### src/sv/assert_macros.svh
// ----------------------------------------------------------------------------
// Assertion macros
// Shared concurrent assertion helpers for the heightfield triangle emitter.
// ----------------------------------------------------------------------------
`ifndef ASSERT_MACROS_SVH
`define ASSERT_MACROS_SVH
`ifndef SYNTHESIS
// Property must hold at every clock edge outside reset.
`define HTE_ASSERT(label, clk, rst, prop, msg) \
   label: assert property (@(posedge clk) disable iff (rst) prop) else $error(msg);
// Expression must never be true outside reset.
`define HTE_NEVER(label, clk, rst, expr, msg) \
   label: assert property (@(posedge clk) disable iff (rst) !(expr)) else $error(msg);
`else
`define HTE_ASSERT(label, clk, rst, prop, msg)
`define HTE_NEVER(label, clk, rst, expr, msg)
`endif
`endif

### src/sv/hte_pkg.sv
// ----------------------------------------------------------------------------
// hte_pkg
// Types and constants shared by the heightfield triangle emitter modules.
// ----------------------------------------------------------------------------
`timescale 1ns / 1ps

package hte_pkg;

   // Grid geometry.
   localparam int MAX_COLUMNS = 1024;
   localparam int COL_W       = $clog2(MAX_COLUMNS);
   localparam int COL_CNT_W   = 11;
   localparam int ROW_W       = 16;
   localparam int HEIGHT_W    = 16;
   localparam int MAT_W       = 7;

   // Configuration port.
   localparam int CSR_IDX_W  = 1;
   localparam int CSR_DATA_W = 16;
   localparam logic [CSR_IDX_W-1:0] CSR_COLUMN_COUNT = 1'b0;
   localparam logic [CSR_IDX_W-1:0] CSR_ROW_COUNT    = 1'b1;
   localparam logic [COL_CNT_W-1:0] COLUMN_COUNT_RESET = 11'd2;
   localparam logic [ROW_W-1:0]     ROW_COUNT_RESET    = 16'd2;
   localparam logic [COL_CNT_W-1:0] COLUMN_COUNT_MIN   = 11'd2;
   localparam logic [COL_CNT_W-1:0] COLUMN_COUNT_MAX   = COL_CNT_W'(MAX_COLUMNS);
   localparam logic [ROW_W-1:0]     ROW_COUNT_MIN      = 16'd2;

   // Material code that marks a missing triangle.
   localparam logic [MAT_W-1:0] HOLE_MATERIAL = 7'd127;

   // Corner patterns of an emitted triangle.
   localparam logic [1:0] PAT_SPLIT_FIRST    = 2'd0;
   localparam logic [1:0] PAT_SPLIT_SECOND   = 2'd1;
   localparam logic [1:0] PAT_UNSPLIT_FIRST  = 2'd2;
   localparam logic [1:0] PAT_UNSPLIT_SECOND = 2'd3;

   // One heightfield sample, also the layout of a line store entry.
   typedef struct packed {
      logic [MAT_W-1:0]           second_material;
      logic [MAT_W-1:0]           first_material;
      logic                       split_flag;
      logic signed [HEIGHT_W-1:0] sample_height;
   } sample_type;

   // Grid position of a sample.
   typedef struct packed {
      logic [COL_W-1:0] column;
      logic [ROW_W-1:0] row;
   } position_type;

   // One emitted triangle.
   typedef struct packed {
      logic [COL_W-1:0]           cell_column;
      logic [ROW_W-1:0]           cell_row;
      logic [1:0]                 corner_pattern;
      logic signed [HEIGHT_W-1:0] height_one;
      logic signed [HEIGHT_W-1:0] height_two;
      logic signed [HEIGHT_W-1:0] height_three;
      logic [MAT_W-1:0]           triangle_material;
      logic                       last_of_cell;
   } triangle_type;

endpackage

### src/sv/hte_position.sv
// ----------------------------------------------------------------------------
// hte_position
// Configuration registers and the row/column position counters of the grid.
// ----------------------------------------------------------------------------
`timescale 1ns / 1ps

module hte_position (
   input  logic                          clock,
   input  logic                          reset,
   input  logic                          csr_write,
   input  logic [hte_pkg::CSR_IDX_W-1:0] csr_index,
   input  logic [hte_pkg::CSR_DATA_W-1:0] csr_data,
   input  logic                          advance,
   output hte_pkg::position_type         position
);
   import hte_pkg::*;

   logic [COL_CNT_W-1:0] column_count_ff, column_count_in;
   logic [ROW_W-1:0]     row_count_ff, row_count_in;
   logic [COL_W-1:0]     column_ff, column_in;
   logic [ROW_W-1:0]     row_ff, row_in;
   logic [COL_CNT_W-1:0] cols_eff;
   logic [ROW_W-1:0]     rows_eff;
   logic [COL_CNT_W-1:0] column_next;
   logic [ROW_W:0]       row_next;

   // Register writes.
   always_comb begin
      column_count_in = column_count_ff;
      row_count_in    = row_count_ff;
      if (csr_write) begin
         unique case (csr_index)
            CSR_COLUMN_COUNT: column_count_in = csr_data[COL_CNT_W-1:0];
            CSR_ROW_COUNT:    row_count_in    = csr_data[ROW_W-1:0];
            default: ;
         endcase
      end
   end

   // Clamp the bounds to the supported range.
   always_comb begin
      priority if (column_count_ff < COLUMN_COUNT_MIN) begin
         cols_eff = COLUMN_COUNT_MIN;
      end else if (column_count_ff > COLUMN_COUNT_MAX) begin
         cols_eff = COLUMN_COUNT_MAX;
      end else begin
         cols_eff = column_count_ff;
      end
      rows_eff = (row_count_ff < ROW_COUNT_MIN) ? ROW_COUNT_MIN : row_count_ff;
   end

   // Step the position once per accepted sample, wrapping at row and grid end.
   always_comb begin
      column_next = {1'b0, column_ff} + COL_CNT_W'(1);
      row_next    = {1'b0, row_ff} + (ROW_W+1)'(1);
      column_in   = column_ff;
      row_in      = row_ff;
      if (advance) begin
         if (column_next >= cols_eff) begin
            column_in = '0;
            row_in    = (row_next >= {1'b0, rows_eff}) ? '0 : row_next[ROW_W-1:0];
         end else begin
            column_in = column_next[COL_W-1:0];
         end
      end
   end

   always_ff @(posedge clock) begin
      if (reset) begin
         column_count_ff <= COLUMN_COUNT_RESET;
         row_count_ff    <= ROW_COUNT_RESET;
         column_ff       <= '0;
         row_ff          <= '0;
      end else begin
         column_count_ff <= column_count_in;
         row_count_ff    <= row_count_in;
         column_ff       <= column_in;
         row_ff          <= row_in;
      end
   end

   assign position.column = column_ff;
   assign position.row    = row_ff;

endmodule

### config.mk
export PLATFORM = sky130hd
export DESIGN_NAME = hte_position
export DESIGN_NICKNAME = d
export VERILOG_FILES = /design/src/sv/assert_macros.svh /design/src/sv/hte_pkg.sv /design/src/sv/hte_position.sv
export SDC_FILE = /design/constraint.sdc
export NUM_CORES = 1
export LEC_CHECK = 0
export ABC_AREA = 1
export BUFFER_PORTS_ARGS = -buffer_cell sky130_fd_sc_hd__buf_2
export CORE_UTILIZATION = 53
export CTS_BUF_LIST = sky130_fd_sc_hd__clkbuf_16
export CTS_CLUSTER_DIAMETER = 40
export DETAILED_ROUTE_END_ITERATION = 8
export PLACE_DENSITY = 0.85
export SETUP_SLACK_MARGIN = 0.05
export SKIP_LAST_GASP = 1
export SYNTH_ARGS = -nofsm -noshare
export SYNTH_HDL_FRONTEND = slang
export SYNTH_SLANG_ARGS = --single-unit
### constraint.sdc
create_clock -name clock -period 2.79 [get_ports clock]
set_clock_uncertainty 0.2 [all_clocks]
set_input_delay 0.4185 -clock clock [delete_from_list [all_inputs] [get_ports clock]]
set_output_delay 0.4185 -clock clock [all_outputs]
set_load 0.05 [all_outputs]
Word level (Yosys, flattened, before mapping)
Index checks and enable logic that the tools add are counted.

Input bits: 21. Register bits: 53. Memory bits (writable): 0. Bits in read-only memories: 0. Memories kept: 0. Output and inout port bits: 26. Latch bits: 0. Word-level logic and storage cells: 20.

Equal/unequal tests: 0. Order comparisons: 5. Reduce and logical (&&, ||, !) cells: 3. Shift-type cells: 0. Add/sub/neg operators: 2. Multiplexer cells: 5. Multiply operators: 0. Divide/modulo/power cells: 0. Bitwise gates (word level): 1.

Operator list (count): $mux W16 (2); $mux W11 (2); $add A16 B1 Y17 const B (1); $ge A17 B16 Y1 (1); $lt A16 B2 Y1 const B (1); $add A10 B1 Y11 const B (1); $ge A11 B11 Y1 (1); $gt A11 B11 Y1 const B (1); $lt A11 B2 Y1 const B (1); $mux W10 (1); $reduce_and A2 Y1 (3); $not A1 Y1 (1).

Longest topological paths before layout
Word-level depth: 5. Mapped depth: 19. Mapped depth without buffers: 18.

Worst setup path after synthesis
OpenSTA, ideal clock, no wires.

Kind: reg2reg. Start point: register row_ff[0]. End point: register row_ff[5]. Period minus slack after synthesis: 3.084 ns. Setup time: 0.066 ns. Cell stages (with the launch flop): 20. Required time: 2.524 ns. Path slack: -0.294 ns. Arrival: 2.818 ns. Buffers on the path: 1. Cell sequence: dfxtp_1 ha_1 nand2_2 nor2_2 nand3_2 inv_1 nand3_1 nand2_1 clkinv_1 ha_1 nand2_1 nand2_1 nand2_1 nand3_1 nand2_1 nand3_1 nor2_2 buf_6 nand3_2 a21oi_2.

Longest elaborated chain between the ends: 3.

Ends and longest elaborated chain: from (decl) (RTL line hte_position.sv:21) `logic [ROW_W-1:0] row_ff, row_in;`; from (signal assigned) (RTL line hte_position.sv:78) `row_ff <= row_in;`; $add A16 B1 Y17 (*) (RTL line hte_position.sv:55) `row_next = {1'b0, row_ff} + (ROW_W+1)'(1);`; $ge A17 B16 Y1 (RTL line hte_position.sv:61) `row_in = (row_next >= {1'b0, rows_eff}) ? '0 : row_next[ROW_W-1:0];`; $mux W16 (*) (RTL line hte_position.sv:61).

Mark *: on every way between the ends. The rest lies on a longest branch, timed or not. A chain may end at the register's enable or synchronous reset.

Worst setup path after layout
Start point: register column_count_ff[6]. End point: register row_ff[1].

Longest elaborated chain between the ends: 5. Elaborated cells on any way between the ends: 6. Those cells by class: 3 x order compare; 2 x mux; 1 x reduce/logical.

Ends and longest elaborated chain: from (decl) (RTL line hte_position.sv:18) `logic [COL_CNT_W-1:0] column_count_ff, column_count_in;`; from (signal assigned) (RTL line hte_position.sv:75) `column_count_ff <= column_count_in;`; $gt A11 B11 Y1 (RTL line hte_position.sv:44) `end else if (column_count_ff > COLUMN_COUNT_MAX) begin`; $mux W11 (RTL line hte_position.sv:44); $mux W11 (*) (RTL line hte_position.sv:42) `priority if (column_count_ff < COLUMN_COUNT_MIN) begin`; $ge A11 B11 Y1 (*) (RTL line hte_position.sv:59) `if (column_next >= cols_eff) begin`; $reduce_and A2 Y1 (no source line) (*).

Marked as above.

==> results.yml <==
setup_path:
  crit_fanout: 8
  setup.worst_path.class: "flip-flop to flip-flop"
  crit_start: "column_count_ff[6]"
  worst-endpoint-required_ps: 2810
  regToRegStartpoint: "column_count_ff[6]"
  cp-start-kind: "flip-flop"
  cp-end-kind: "flip-flop"
  cp.arrival_ps: 2930
detailed_routing:
  m1WireLength_um: 4140
  drt_iter0_markers: 238
  drc_errors: 0
  vias: 3785
  wl_met3_um: 696
  dr_wl_met2_um: 5540
  drtPass1Iterations: 5
  postRouteAntennaNets: 0
  viasPerCell: 5.84
  wl_um: 11000
  topRoutingLayerUsed: "met4"
  wl_per_cell_um: 16.9
power:
  powerDensity_nw_per_um2: 564
  leakagePower_nw: 2.23
  peakVddDrop_mv: 0.321
global_route:
  grtUsageTotal: 0.255
  antenna_found_initial: 0
  grt_max_degree: 32
  grt_pass1_wl_um: 14500
  grt_overflow: 0
  grt_pass1_vias: 3331
floorplanning:
  die-area_um2: 6920
  fp.dieW_um: 83.2
  rows: 29
  initial_core_util: 0.551
  io_pins: 47
  die_h_um: 83.2
  coreArea_um2: 6350
sta:
  slew_viol_final: 0
  finalHoldViolCount: 0
  relSlewSlack: 0.463
  setup_ws_ps: -115
  max_freq_ghz: 0.344
  tightest_slew_ps: 804
  setup_viol: 20
  timing.final.crit_share: 1.04
  tns_ps: -1510
  fin_crit_ps: 2910
  grt_setup_unrepaired: "yes"
synthesis:
  async_reset_ff_frac: 0
  synth_area_um2: 3500
  synthTopCellsByCount: "115 x nand2_1, 61 x inv_1, 53 x dfxtp_1, 48 x nor2_1, 36 x a21oi_1"
  synth_top_cell_by_area: "dfxtp_1"
  syn_avg_cell_area_um2: 7.06
  yosysMostFrequentCell: "nand2_1"
  synth_cell_types: 36
  yosysWarningCount: 0
  yosys-top-cells-area: "dfxtp_1 30%, nand2_1 12%, ha_1 10%"
  synth_top_cell_area_share: 0.304
  synth-main-ff-cell: "dfxtp_1"
  synth_cells: 495
  synth_edf_count: 0
  ys_seq_area_frac: 0.304
  yosys_register_bits: 53
  synth_nets: 545
run:
  drv_cap: 0
clock_tree:
  cts_hold_buf: 0
  cts_tree: "built"
  cts_root_buffer: "clkbuf_16"
  cts-buffers-inserted: 5
  clkTransAtPathRegs_ps: 70
  htreeDepth: 2
  cts.sinks: 53
  cts_buffer_depth: 2
  clk_latency_ps: 300
layout:
  diodes: 0
  drive_above_1_share: 0.415
  final_area_um2: 4750
  areaGrowthSynthToFinish_pct: 36.0
  final_nets: 620
  fill_cells: 422
placement:
  hpwl_um: 6160
  place_area_um2: 3920
  io_buffers: 46
  gp_congestion: 0.912
outcome:
  violations: "negative setup slack"
  outcome: "finished with violations"
hold_path:
  min_from: "csr_data[1]"
  hold_class: "input pin to flip-flop"
-- final timing paths --
path,endpoint,cells after the start,slack (ps)
setup reg to reg,row_ff[1],17,-120
setup / recovery,row_ff[1],17,-120
hold reg to reg,row_count_ff[0],2,280
hold / removal,column_count_ff[1],3,170
-- per-stage QoR --
step	setup slack (ps)	cells	total power, mW	hold WS [ps]	utilization
finish	-115	648	2.68	167	0.749
global route	-200	648	2.79	178	0.749
CTS	54.0	633	2.44	165	0.658
detailed placement	-141	622	1.72	261	0.618
global placement	-33.9	622	1.69	251	0.618
floorplan	68.5	495	1.52	230	-
-- critical path, cell delays in order, from the launching register on --
cell     delay [ps]
dfxtp_4         350
nor2_1           80
nand3_1         100
nor3_2          190
inv_1           100
o21ai_2         150
buf_6           180
nand2_4          80
ha_4            300
nand2_1          80
nor2_1          220
nand3_2         130
nand4_4         140
nand2_4         100
buf_12          160
nand2_1          50
nand2_1          50
a21oi_1         140
-- sequential cells by signal (all words and copies together), names as in the netlist --
| register | cells |
|---|---|
| column_count_ff | 11 |
| column_ff | 10 |
| row_count_ff | 16 |
| row_ff | 16 |
-- power breakdown --
group	total, mW	switching (mW)	internal [mW]	leakage (nW)
combinational	1.13	0.705	0.422	1.71
clock	0.660	0.319	0.341	0.0751
sequential	0.897	0.0728	0.824	0.446
-- layout by cell type, fill, tap and decap left out, drive strengths merged, types with 5 or more instances in the layout --
| cell | count |
|---|---|
| a21oi | 47 |
| buf | 80 |
| clkbuf | 7 |
| dfxtp | 53 |
| ha | 29 |
| inv | 69 |
| nand2 | 124 |
| nand3 | 39 |
| nor2 | 58 |
| nor3 | 5 |
| o21ai | 31 |
| xor2 | 15 |
-- cell families (layout without fill, tap and decap cells) --
kind of cell	after synthesis	in the layout	synth area share
AO/OA/AOI/OAI	83	83	0.134
XOR/XNOR	16	16	0.0487
adder cells (fa/ha/maj)	29	29	0.104
buffers and inverters	81	157	0.0948
flip-flops	53	53	0.304
AND/OR/NAND/NOR	233	233	0.315
-- what timing repair did --
| action | CTS | global route |
|---|---|---|
| endpoints found under the setup margin | 26 | 26 |
| gates resized for setup | 16 | 100 |
| gates cloned | 0 | 2 |
| pin swaps | 3 | 22 |
| setup buffers | 3 | 13 |
-- layout make-up --
class                           instances  area [um2]  area share
Clock buffer                            5         125      0.0263
Clock inverter                          3        23.8     0.00500
Inverter                               67         254      0.0534
Multi-Input combinational cell        361        2570       0.540
Sequential cell                        53        1110       0.233
Tap cell                               77        96.3      0.0203
Timing Repair Buffer                   82         581       0.122
-- routing by layer --
layer  GRT usage  up-vias
li1            -     1726
met1       0.289     1784
met2       0.483      210
met3      0.0447       65
met4      0.0752        0
met5           0        -
Power figures use the tool's default switching activity.
