<file path="src/sv/assert_macros.svh">
// ----------------------------------------------------------------------------
// Assertion macros
// Shared concurrent assertion helpers for the heightfield triangle emitter.
// ----------------------------------------------------------------------------
`ifndef ASSERT_MACROS_SVH
`define ASSERT_MACROS_SVH
`ifndef SYNTHESIS
// Property must hold at every clock edge outside reset.
`define HTE_ASSERT(label, clk, rst, prop, msg) \
   label: assert property (@(posedge clk) disable iff (rst) prop) else $error(msg);
// Expression must never be true outside reset.
`define HTE_NEVER(label, clk, rst, expr, msg) \
   label: assert property (@(posedge clk) disable iff (rst) !(expr)) else $error(msg);
`else
`define HTE_ASSERT(label, clk, rst, prop, msg)
`define HTE_NEVER(label, clk, rst, expr, msg)
`endif
`endif

</file>
<file path="src/sv/hte_pkg.sv">
// ----------------------------------------------------------------------------
// hte_pkg
// Types and constants shared by the heightfield triangle emitter modules.
// ----------------------------------------------------------------------------
`timescale 1ns / 1ps

package hte_pkg;

   // Grid geometry.
   localparam int MAX_COLUMNS = 1024;
   localparam int COL_W       = $clog2(MAX_COLUMNS);
   localparam int COL_CNT_W   = 11;
   localparam int ROW_W       = 16;
   localparam int HEIGHT_W    = 16;
   localparam int MAT_W       = 7;

   // Configuration port.
   localparam int CSR_IDX_W  = 1;
   localparam int CSR_DATA_W = 16;
   localparam logic [CSR_IDX_W-1:0] CSR_COLUMN_COUNT = 1'b0;
   localparam logic [CSR_IDX_W-1:0] CSR_ROW_COUNT    = 1'b1;
   localparam logic [COL_CNT_W-1:0] COLUMN_COUNT_RESET = 11'd2;
   localparam logic [ROW_W-1:0]     ROW_COUNT_RESET    = 16'd2;
   localparam logic [COL_CNT_W-1:0] COLUMN_COUNT_MIN   = 11'd2;
   localparam logic [COL_CNT_W-1:0] COLUMN_COUNT_MAX   = COL_CNT_W'(MAX_COLUMNS);
   localparam logic [ROW_W-1:0]     ROW_COUNT_MIN      = 16'd2;

   // Material code that marks a missing triangle.
   localparam logic [MAT_W-1:0] HOLE_MATERIAL = 7'd127;

   // Corner patterns of an emitted triangle.
   localparam logic [1:0] PAT_SPLIT_FIRST    = 2'd0;
   localparam logic [1:0] PAT_SPLIT_SECOND   = 2'd1;
   localparam logic [1:0] PAT_UNSPLIT_FIRST  = 2'd2;
   localparam logic [1:0] PAT_UNSPLIT_SECOND = 2'd3;

   // One heightfield sample, also the layout of a line store entry.
   typedef struct packed {
      logic [MAT_W-1:0]           second_material;
      logic [MAT_W-1:0]           first_material;
      logic                       split_flag;
      logic signed [HEIGHT_W-1:0] sample_height;
   } sample_type;

   // Grid position of a sample.
   typedef struct packed {
      logic [COL_W-1:0] column;
      logic [ROW_W-1:0] row;
   } position_type;

   // One emitted triangle.
   typedef struct packed {
      logic [COL_W-1:0]           cell_column;
      logic [ROW_W-1:0]           cell_row;
      logic [1:0]                 corner_pattern;
      logic signed [HEIGHT_W-1:0] height_one;
      logic signed [HEIGHT_W-1:0] height_two;
      logic signed [HEIGHT_W-1:0] height_three;
      logic [MAT_W-1:0]           triangle_material;
      logic                       last_of_cell;
   } triangle_type;

endpackage

</file>
<file path="src/sv/hte_emit.sv">
// ----------------------------------------------------------------------------
// hte_emit
// Work register for one sample and the result register for its triangles.
// ----------------------------------------------------------------------------
`timescale 1ns / 1ps
`include "assert_macros.svh"

module hte_emit (
   input  logic                  clock,
   input  logic                  reset,
   input  logic                  load,
   input  hte_pkg::sample_type   sample,
   input  hte_pkg::position_type position,
   input  hte_pkg::sample_type   up_right,
   output logic                  free,
   output logic                  rsp_valid,
   input  logic                  rsp_stall,
   output hte_pkg::triangle_type rsp_tri
);
   import hte_pkg::*;

   // Work register state.
   logic         a_valid_ff, a_valid_in;
   sample_type   a_sample_ff;
   position_type a_pos_ff;
   logic         a_first_done_ff, a_first_done_in;
   sample_type   above_left_ff, above_left_in;
   logic signed [HEIGHT_W-1:0] left_height_ff, left_height_in;

   // Result register.
   logic         rsp_valid_ff, rsp_valid_in;
   triangle_type rsp_tri_ff;

   logic closes_cell, has_first, has_second, emit_valid, emit_last, out_free;
   logic emit_fire, a_retire;
   logic signed [HEIGHT_W-1:0] ul, ur, ll, lr;
   triangle_type tri_sel;

   // Which triangles of the finished cell remain to be sent.
   always_comb begin
      closes_cell = (a_pos_ff.row != '0) && (a_pos_ff.column != '0);
      has_first   = closes_cell && (above_left_ff.first_material != HOLE_MATERIAL)
                    && !a_first_done_ff;
      has_second  = closes_cell && (above_left_ff.second_material != HOLE_MATERIAL);
      emit_valid  = a_valid_ff && (has_first || has_second);
      emit_last   = !has_first || !has_second;
      out_free    = !rsp_valid_ff || !rsp_stall;
      emit_fire   = emit_valid && out_free;
      a_retire    = a_valid_ff && (!(has_first || has_second) || (out_free && emit_last));
      free        = !a_valid_ff || a_retire;
   end

   // Build the triangle from the four corner heights.
   always_comb begin
      ul = above_left_ff.sample_height;
      ur = up_right.sample_height;
      ll = left_height_ff;
      lr = a_sample_ff.sample_height;
      tri_sel.cell_column  = a_pos_ff.column - COL_W'(1);
      tri_sel.cell_row     = a_pos_ff.row - ROW_W'(1);
      tri_sel.last_of_cell = emit_last;
      if (has_first) begin
         tri_sel.triangle_material = above_left_ff.first_material;
         if (above_left_ff.split_flag) begin
            tri_sel.corner_pattern = PAT_SPLIT_FIRST;
            tri_sel.height_one     = ul;
            tri_sel.height_two     = ll;
            tri_sel.height_three   = lr;
         end else begin
            tri_sel.corner_pattern = PAT_UNSPLIT_FIRST;
            tri_sel.height_one     = ur;
            tri_sel.height_two     = ul;
            tri_sel.height_three   = ll;
         end
      end else begin
         tri_sel.triangle_material = above_left_ff.second_material;
         if (above_left_ff.split_flag) begin
            tri_sel.corner_pattern = PAT_SPLIT_SECOND;
            tri_sel.height_one     = ul;
            tri_sel.height_two     = lr;
            tri_sel.height_three   = ur;
         end else begin
            tri_sel.corner_pattern = PAT_UNSPLIT_SECOND;
            tri_sel.height_one     = ll;
            tri_sel.height_two     = lr;
            tri_sel.height_three   = ur;
         end
      end
   end

   // Next state of the work register and the neighbor history.
   always_comb begin
      a_valid_in      = load ? 1'b1 : (a_retire ? 1'b0 : a_valid_ff);
      a_first_done_in = a_first_done_ff;
      if (load || a_retire) begin
         a_first_done_in = 1'b0;
      end else if (emit_fire && has_first) begin
         a_first_done_in = 1'b1;
      end
      above_left_in  = a_retire ? up_right : above_left_ff;
      left_height_in = a_retire ? a_sample_ff.sample_height : left_height_ff;
      rsp_valid_in   = emit_fire ? 1'b1 : (rsp_stall ? rsp_valid_ff : 1'b0);
   end

   // Control state.
   always_ff @(posedge clock) begin
      if (reset) begin
         a_valid_ff      <= 1'b0;
         a_first_done_ff <= 1'b0;
         above_left_ff   <= '0;
         left_height_ff  <= '0;
         rsp_valid_ff    <= 1'b0;
      end else begin
         a_valid_ff      <= a_valid_in;
         a_first_done_ff <= a_first_done_in;
         above_left_ff   <= above_left_in;
         left_height_ff  <= left_height_in;
         rsp_valid_ff    <= rsp_valid_in;
      end
   end

   // Payload registers.
   always_ff @(posedge clock) begin
      if (load) begin
         a_sample_ff <= sample;
         a_pos_ff    <= position;
      end
      if (emit_fire) begin
         rsp_tri_ff <= tri_sel;
      end
   end

   assign rsp_valid = rsp_valid_ff;
   assign rsp_tri   = rsp_tri_ff;

   // A hole material is never sent.
   `HTE_ASSERT(a_no_hole, clock, reset,
      rsp_valid_ff |-> (rsp_tri_ff.triangle_material != HOLE_MATERIAL),
      "hole material in result")
   // A second triangle always closes its cell.
   `HTE_ASSERT(a_second_is_last, clock, reset,
      (rsp_valid_ff && rsp_tri_ff.corner_pattern[0]) |-> rsp_tri_ff.last_of_cell,
      "second triangle not marked last")
   // A first triangle that is not last is followed by its partner.
   `HTE_ASSERT(a_pair_follows, clock, reset,
      (rsp_valid_ff && !rsp_tri_ff.last_of_cell) |=> rsp_valid_ff,
      "second triangle of a cell missing")
   // The half-sent mark only exists while a sample is held.
   `HTE_NEVER(a_done_without_item, clock, reset, a_first_done_ff && !a_valid_ff,
      "half-sent mark without a held sample")

endmodule

</file>
<file path="config.mk">
export PLATFORM = sky130hd
export DESIGN_NAME = hte_emit
export DESIGN_NICKNAME = d
export VERILOG_FILES = /design/src/sv/hte_pkg.sv /design/src/sv/hte_emit.sv
export VERILOG_INCLUDE_DIRS = /design/src /design/src/sv
export SDC_FILE = /design/constraint.sdc
export NUM_CORES = 1
export LEC_CHECK = 0
export BUFFER_PORTS_ARGS = -buffer_cell sky130_fd_sc_hd__buf_2
export CORE_UTILIZATION = 49
export DETAILED_ROUTE_END_ITERATION = 8
export PLACE_DENSITY = 0.81
export SYNTH_ARGS = -nofsm -noshare
export SYNTH_HDL_FRONTEND = slang
export SYNTH_SLANG_ARGS = --single-unit
export TNS_END_PERCENT = 1
</file>
<file path="constraint.sdc">
create_clock -name clock -period 5.6 [get_ports clock]
set_input_delay 0.84 -clock clock [delete_from_list [all_inputs] [get_ports clock]]
set_output_delay 0.84 -clock clock [all_outputs]
set_load 0.005 [all_outputs]
</file>
Word-level counts from Yosys, hierarchy flattened --
Cells that the tools add are included. W data, S select, Z words.
Storage, ports and cells: register bits after elaboration 176, bits in latches 0, RAM bits 0, memory bits (read-only) 0, input bits 92, output and inout port bits 86, word-level logic and storage cells 57, memories kept 0
Operators by class: $add $sub $neg 2, multiply operators 0, divide/modulo/power cells 0, magnitude comparators 0, equality and inequality tests 3, shift operators 0, multiplexer cells 7, bitwise operators 0, reduce and logical (&&, ||, !) cells 26
Operators by type and width (count):
- $mux W50 | 2
- $mux W57 | 1
- $reduce_bool A16 Y1 | 1
- $sub A16 B1 Y16 const B | 1
- $ne A7 B7 Y1 const B | 2
- $reduce_bool A10 Y1 | 1
- $sub A10 B1 Y10 const B | 1
- $logic_and A1 B1 Y1 | 9
- $logic_not A1 Y1 | 7
- $logic_or A1 B1 Y1 | 6
- $mux W1 | 4
- $ne A2 B1 Y1 const B | 1
- $reduce_bool A2 Y1 | 1
- $reduce_or A2 Y1 | 1

Logic depth before layout (Yosys ltp) --
Gate-level depths: netlist of the first run.
depth after elaboration 11, gate-level depth with buffers 10, depth with buffers taken out 7

Worst setup path after synthesis of the first run --
OpenSTA, ideal clock, no wires.
kind register to register, from register a_pos_ff[16] in the netlist's numbering, to register rsp_tri_ff, in the netlist rsp_tri[0] (enable), library setup time 0.527 ns, data arrival time 4.894 ns, data required time 5.073 ns, setup slack 0.179 ns, cell stages (with the launch flop) 8, buffers on the path 0, clock period less this slack 5.421 ns, cell sequence edfxtp_1 > inv_1 > ha_1 > nor4b_1 > and3_1 > nor3_1 > o21ai_0 > nor2_1
On the way: word-level cells in the longest chain between the ends 7, elaborated cells on any way between the ends 8, those cells by class reduce/logical: 8
Ends and longest elaborated chain:
- from (decl) | line hte_emit.sv:25 | position_type a_pos_ff;
- from (signal assigned) | line hte_emit.sv:126 | a_pos_ff <= position;
- $reduce_bool A10 Y1 (*) | line hte_emit.sv:41 | closes_cell = (a_pos_ff.row != '0) && (a_pos_ff.column != '0);
- $logic_and A1 B1 Y1 (*) | line hte_emit.sv:41
- $logic_and A1 B1 Y1 | line hte_emit.sv:42 | has_first = closes_cell && (above_left_ff.first_material != HOLE_MATERIAL)
- $logic_and A1 B1 Y1 | line hte_emit.sv:43 | && !a_first_done_ff;
- $logic_or A1 B1 Y1 (*) | line hte_emit.sv:45 | emit_valid = a_valid_ff && (has_first || has_second);
- $logic_and A1 B1 Y1 (*) | line hte_emit.sv:45
- $logic_and A1 B1 Y1 (*) | line hte_emit.sv:48 | emit_fire = emit_valid && out_free;
- net emit_fire | line hte_emit.sv:35 | logic emit_fire, a_retire;
- to (signal assigned) | line hte_emit.sv:129 | rsp_tri_ff <= tri_sel;
- to (decl) | line hte_emit.sv:32 | triangle_type rsp_tri_ff;
Mark *: on every way through the listed nets, which the timed path passes. The rest lies on a longest branch. A chain may end at the register's enable or synchronous reset.

Final worst setup path of the first run --
from register a_pos_ff[16] in the netlist's numbering, to register rsp_tri_ff, in the netlist rsp_tri[76] (enable)
Same word-level chain as after synthesis.

==> flow_summary.toml, run 1 <==
[route]
num_vias = 4881
drt_iter0_drc = 231
detail-route-antenna-nets = 0
vias_per_cell = 5.171
wl_per_cell_um = 15.19
drt_pass1_iterations = 5
wirelength_mm = 14.34
drc = 0

[global_routing]
grt_pass1_wl_mm = 23.07
grt_max_degree = 98
grt-ovfl-total = 0
grt_antenna_before_repair = 0
grt_pass1_vias = 4839
grt_usage_pct = 18.47

[power]
p_comb_share_pct = 7.4
p_per_area_mw_per_mm2 = 308.9
p_int_mw = 2.183
p_clk_share_pct = 38.4
power_leakage_nw = 3.292
p_switching_uw = 619.9
power_frac_seq_pct = 54.2
p_sw_share_pct = 22.12
ir_drop_v = 0.0002024

[cts]
cts-root-buf = "clkbuf_16"
cts_setup_buffers = 0
cts-resized-gates = 0
cts.sinks = 176
cts_buffer_depth = 2
cts_tree = "yes"
clk_pin_slew_ps = 60
h-tree-depth = 4
worstSkewPairLatency_ps = 420
hold_buffers = 0
cts_made_buffers = 17

[worst_setup_path]
cp-end-kind = "flip-flop"
arrival_ps = 3560
crit_type = "flip-flop to flip-flop"
cp_cell_sequence = "inv_1 > ha_1 > nor4b_1 > and3_1 > nor3_1 > o21ai_0 > nor2_4 > buf_4"
critPathTopFamily = "simple AND/OR/NAND/NOR gates"
slowest_stage = "nor2_4"
worst-path-max-fanout = 43
worstPathRequired_ps = 5680
critPathLaunchType = "flip-flop"
path_buf_inv = 2
slowest_delay_ps = 970

[yosys]
synth_cell_types = 35
ys_seq_elements = 176
syn_avg_cell_area_um2 = 12.96
syn-cell-area_mm2 = 0.007649
async_flop_share_pct = 0
seq_area_frac_synth_pct = 62.56
synth_nets = 686
synth_flop_cell = "edfxtp_1"
synth_warnings = 0
syn_inst = 590
synth_edf_count = 126

[placement]
place_congestion = 0.8089
io_buffers = 162
dp_hpwl_mm = 9.554

[sta]
setup_violations = 0
rsz0062_at_grt = "no"
finalSetupTns_ps = 0
tightestPinTransition_ps = 1225
slew_headroom_pct = 18.13
clock.fmax_mhz = 287.7
min_period_over_period_pct = 62.06
period_minus_slack_ps = 3476
slew_violations = 0
hold_viol = 0
skew_ps = 10.55

[die]
dieArea_mm2 = 0.01611
core_mm2 = 0.01520
fp-row-count = 45
ios = 178
dieWidth_um = 126.9
start_util_pct = 50.31
die_h_um = 126.9

[layout]
fin_util_pct = 59.69
drive_gt1_share_pct = 27.51
antenna_cells = 0
final_cell_mix = "162 x buf_2, 126 x edfxtp_1, 96 x nand2b_1"
regArea_mm2 = 0.004786
multi_input_area_mm2 = 0.002646
fin_nets = 839
fill_cells = 1180
area_growth_pct = 18.63
final_common_cell = "buf_2"

[worst_hold_path]
holdCritPathClass = "flip-flop to flip-flop"

[flow_run]
drv_cap = 0

[status]
status = "finished, final reports clean"
[synth_stat cells (9+ instances only)]
master | number | area, µm²
o21ai_1 | 20 | 100.1
nor3_1 | 9 | 45.04
dfxtp_1 | 50 | 1001
edfxtp_1 | 126 | 3784
o21ai_0 | 29 | 145.1
nand2b_1 | 96 | 600.6
xnor2_1 | 12 | 105.1
xor2_1 | 9 | 78.83
mux2i_1 | 95 | 950.9
nand2_1 | 58 | 217.7
inv_1 | 9 | 33.78
clkbuf_1 | 19 | 71.32
[stage by stage]
step	total power, mW	hold slack [ps]	instances	cell area (µm²)	setup slack, ps
6_report	2.803	489.6	944	9074	2124
5_1_grt	2.903	509.7	944	9074	1885
4_1_cts	2.825	491.9	944	9074	2065
3_5_place_dp	1.755	483.9	912	8542	2115
3_3_place_gp	1.745	471.9	912	8542	2274
2_1_floorplan	1.655	457.1	590	7649	178.6
[power by group through the flow]
| stage | clock network [mW] | registers [mW] | logic [mW] |
|---|---|---|---|
| floorplan | 0 | 1.55 | 0.106 |
| global placement | 0 | 1.54 | 0.201 |
| detailed placement | 0 | 1.55 | 0.209 |
| CTS | 1.10 | 1.52 | 0.210 |
| global route | 1.15 | 1.53 | 0.231 |
| finish | 1.08 | 1.52 | 0.207 |
[cell type report]
class | instances | share of cell area (%)
clock buffers | 20 | 4.812
flip-flops and latches | 176 | 52.74
repair buffers | 166 | 9.266
inverters | 9 | 0.3723
multi-input cells | 373 | 29.16
well taps | 188 | 2.592
clock inverters | 12 | 1.048
[sequential cells by signal, indices dropped and copies added, names as in the netlist]
| register | flops |
|---|---|
| rsp_tri | 84 |
| a_pos_ff | 26 |
| left_height_ff | 16 |
| lr | 16 |
| ul | 16 |
| above_left_ff | 15 |
| a_first_done_ff | 1 |
| a_valid_ff | 1 |
| rsp_valid | 1 |
[routing by layer]
metal  GRT usage (%)  wire length [µm]  vias up
met4           6.092               195        0
met3           6.622              1076       22
met1           21.20              6032     2319
met5               0                 0        -
li1                -                 -     2398
met2           32.03              7040      142
[worst register-to-register path: cells and delay by family, from the launching register on]
kind | cells | cell delay (ps)
and+or+nand+nor | 4 | 1720
DFF | 1 | 370
buffers and inverters | 2 | 580
AOI/OAI and AO/OA | 1 | 290
adders and majority gates | 1 | 190
[worst paths after layout]
path | from | depth (start not counted) | slack, ps | to
worst max-delay path | a_pos_ff[16]$_DFFE_PP_ | 8 | 2120 | rsp_tri[76]$_DFFE_PP_
worst min register to register | ul[15]$_SDFFE_PP0P_ | 2 | 490 | ul[15]$_SDFFE_PP0P_
worst min-delay path | ul[15]$_SDFFE_PP0P_ | 2 | 490 | ul[15]$_SDFFE_PP0P_
worst max register to register | a_pos_ff[16]$_DFFE_PP_ | 8 | 2120 | rsp_tri[76]$_DFFE_PP_
[cells by family (layout without fill, tap and decap cells)]
logic type	count (synthesis)	after routing	share of synthesized area (%)
AO/OA/AOI/OAI	54	54	3.746
XOR/XNOR	21	21	2.405
multiplexers	102	102	13.81
flip-flops	176	176	62.56
AND/OR/NAND/NOR	191	191	13.61
buffers and inverters	41	207	3.075
adder cells (fa/ha/maj)	5	5	0.8016
(Power assumes the default switching activity.)
==> inputs of run 2 (changes only) <==
ABC_AREA = 1   (was unset)
CORE_UTILIZATION = 54   (was 49)
PLACE_DENSITY = 0.84   (was 0.81)
clock period = 3.41 ns   (was 5.6 ns; I/O delays follow)
==> run 2 against run 1 <==
  * Setup slack worse by 1700 ps
  * Clock-buffer cell count up 7
  * Clock skew up 4.0 ps
  * Critical path type is now flip-flop to output port
  * Largest cell class unchanged
  * Highest routed layer unchanged
==> flow_summary.toml, run 2 <==
[die]
start_util_pct = 56.04
fp-row-count = 43
ios = 178
core_mm2 = 0.01404
die_h_um = 122.7
dieArea_mm2 = 0.01506
dieWidth_um = 122.7

[yosys]
syn_avg_cell_area_um2 = 9.290
synth_edf_count = 126
syn-cell-area_mm2 = 0.007869
synth_cell_types = 27
syn_inst = 847
synth_flop_cell = "edfxtp_1"
synth_common_cells = "200 x nand2_1, 170 x inv_1, 126 x edfxtp_1, 71 x nor2_1, 58 x o21ai_0"
synth_nets = 943
synth.top_cell.area_share_pct = 48.08
synth.area.top_cells = "edfxtp_1 48%, dfxtp_1 13%, nand2_1 9.5%"
yosysTopAreaCell = "edfxtp_1"
synth_warnings = 0
async_flop_share_pct = 0
post-synth-top-count-cell = "nand2_1"
ys_seq_elements = 176
seq_area_frac_synth_pct = 60.80

[global_routing]
grt_antenna_before_repair = 0
grt_pass1_vias = 5674
grt_max_degree = 62
grt_usage_pct = 23.64
grt-ovfl-total = 0
grt_pass1_wl_mm = 26.77

[placement]
dp_hpwl_mm = 10.89
dpl_cell_area_mm2 = 0.008800
io_buffers = 162
place_congestion = 0.8029

[cts]
cts_tree = "yes"
cts_setup_buffers = 0
h-tree-depth = 4
worstSkewPairLatency_ps = 440
hold_buffers = 0
cts.sinks = 176
cts_made_buffers = 17
cts-resized-gates = 0
cts_buffer_depth = 2
clk_pin_slew_ps = 70
cts-root-buf = "clkbuf_16"

[power]
ir_drop_v = 0.0003146
p_sw_share_pct = 22.14
p_total_mw = 4.966
power_frac_seq_pct = 50.3
p_per_area_mw_per_mm2 = 525.7
p_switching_mw = 1.099
power_leakage_nw = 4.141
p_int_mw = 3.866
p_clk_share_pct = 41.3
p_comb_share_pct = 8.4

[layout]
final_cell_mix = "200 x nand2_1, 170 x inv_1, 162 x buf_2"
final_common_cell = "nand2_1"
largest_register_ffs = 84
fin_nets = 1092
antenna_cells = 0
drive_gt1_share_pct = 21.21
fin_area_mm2 = 0.009445
area_growth_pct = 20.03

[flow_run]
drv_cap = 0

[sta]
tightestPinTransition_ps = 1145
finalSetupTns_ps = 0
setup_violations = 0
min_period_over_period_pct = 88.50
clock.fmax_mhz = 331.4
slew_violations = 0
period_minus_slack_ps = 3018
rsz0062_at_grt = "no"
skew_ps = 14.59
hold_viol = 0
slew_headroom_pct = 23.65

[worst_hold_path]
hold_depth = 1
holdCritPathClass = "primary input to flip-flop"

[route]
wl_per_cell_um = 14.19
num_vias = 6071
drc = 0
vias_per_cell = 5.106
drt_iter0_drc = 485
drt_pass1_iterations = 5
detail-route-antenna-nets = 0
wirelength_mm = 16.87

[worst_setup_path]
cp.depth = 11
crit_type = "flip-flop to output port"
path_buf_inv = 3
cp_cell_sequence = "nor2_1 > nand2_1 > nor2_1 > nand2_1 > nand2_2 > inv_2 > nand3_2 > buf_4 > nand2_1 > nand2_1 > buf_2"
crit_top_cell = "nand2_1"
critPathLaunchType = "flip-flop"
worstPathRequired_ps = 2900
ff2ff_path_depth = 11
worst-path-max-fanout = 48
critPathTopFamily = "simple AND/OR/NAND/NOR gates"
arrival_ps = 2510
slowest_delay_ps = 450
cp-end-kind = "output port"
slowest_stage = "buf_4"

[status]
status = "finished, final reports clean"
-- run 2: layout make-up --
type                       count  area [µm²]
fill                        1048        4597
multi-input combinational    454        2233
clock inverter                 5       56.30
clock buffer                  27       589.3
sequential                   176        4787
inverter                     172       645.6
timing repair buffer         175       908.4
tap                          180       225.2
-- run 2: cell families (layout without fill, tap and decap cells) --
group	count (synthesis)	count (layout)	share of synthesized area [%]
simple gates	337	337	18.19
fa+ha+maj	4	4	0.6361
compound gates	94	94	7.282
flops	176	176	60.80
xor+xnor	19	19	2.115
buf+inv	217	379	10.97
-- run 2: final timing paths --
check	start	endpoint	slack, ps
hold / removal	sample[14]	lr[14]$_DFFE_PP_	250
hold reg to reg	a_first_done_ff$_SDFFE_PP0P_	a_first_done_ff$_SDFFE_PP0P_	450
setup reg to reg	a_pos_ff[8]$_DFFE_PP_	left_height_ff[9]$_SDFFE_PP0P_	760
setup / recovery	a_pos_ff[8]$_DFFE_PP_	free	390
-- run 2: per-stage QoR --
step                      std cells  setup WS [ps]  hold WS, ps  utilization (%)
final                          1189          392.2        246.7            67.26
after global routing           1189          178.6        233.9            67.26
after CTS                      1189          362.5        234.9            67.26
after detailed placement       1157          782.3        443.1            62.67
after global placement         1157          873.1        436.2            62.67
after floorplan                 847          736.3        426.7                -
-- run 2: power groups by stage --
stage                     combinational, mW  clock, mW  sequential [mW]
final                                 0.417       2.05             2.50
after global routing                  0.468       2.15             2.51
after CTS                             0.416       2.07             2.50
after detailed placement              0.414          0             2.54
after global placement                0.402          0             2.54
after floorplan                       0.228          0             2.54
-- run 2: routing by layer --
layer	vias to the layer above	track usage, %	share of wire (%)
met5	-	0	0
li1	3035	-	-
met4	0	10.75	2.3
met2	243	39.96	50
met1	2762	28.84	42
met3	31	5.251	6.0
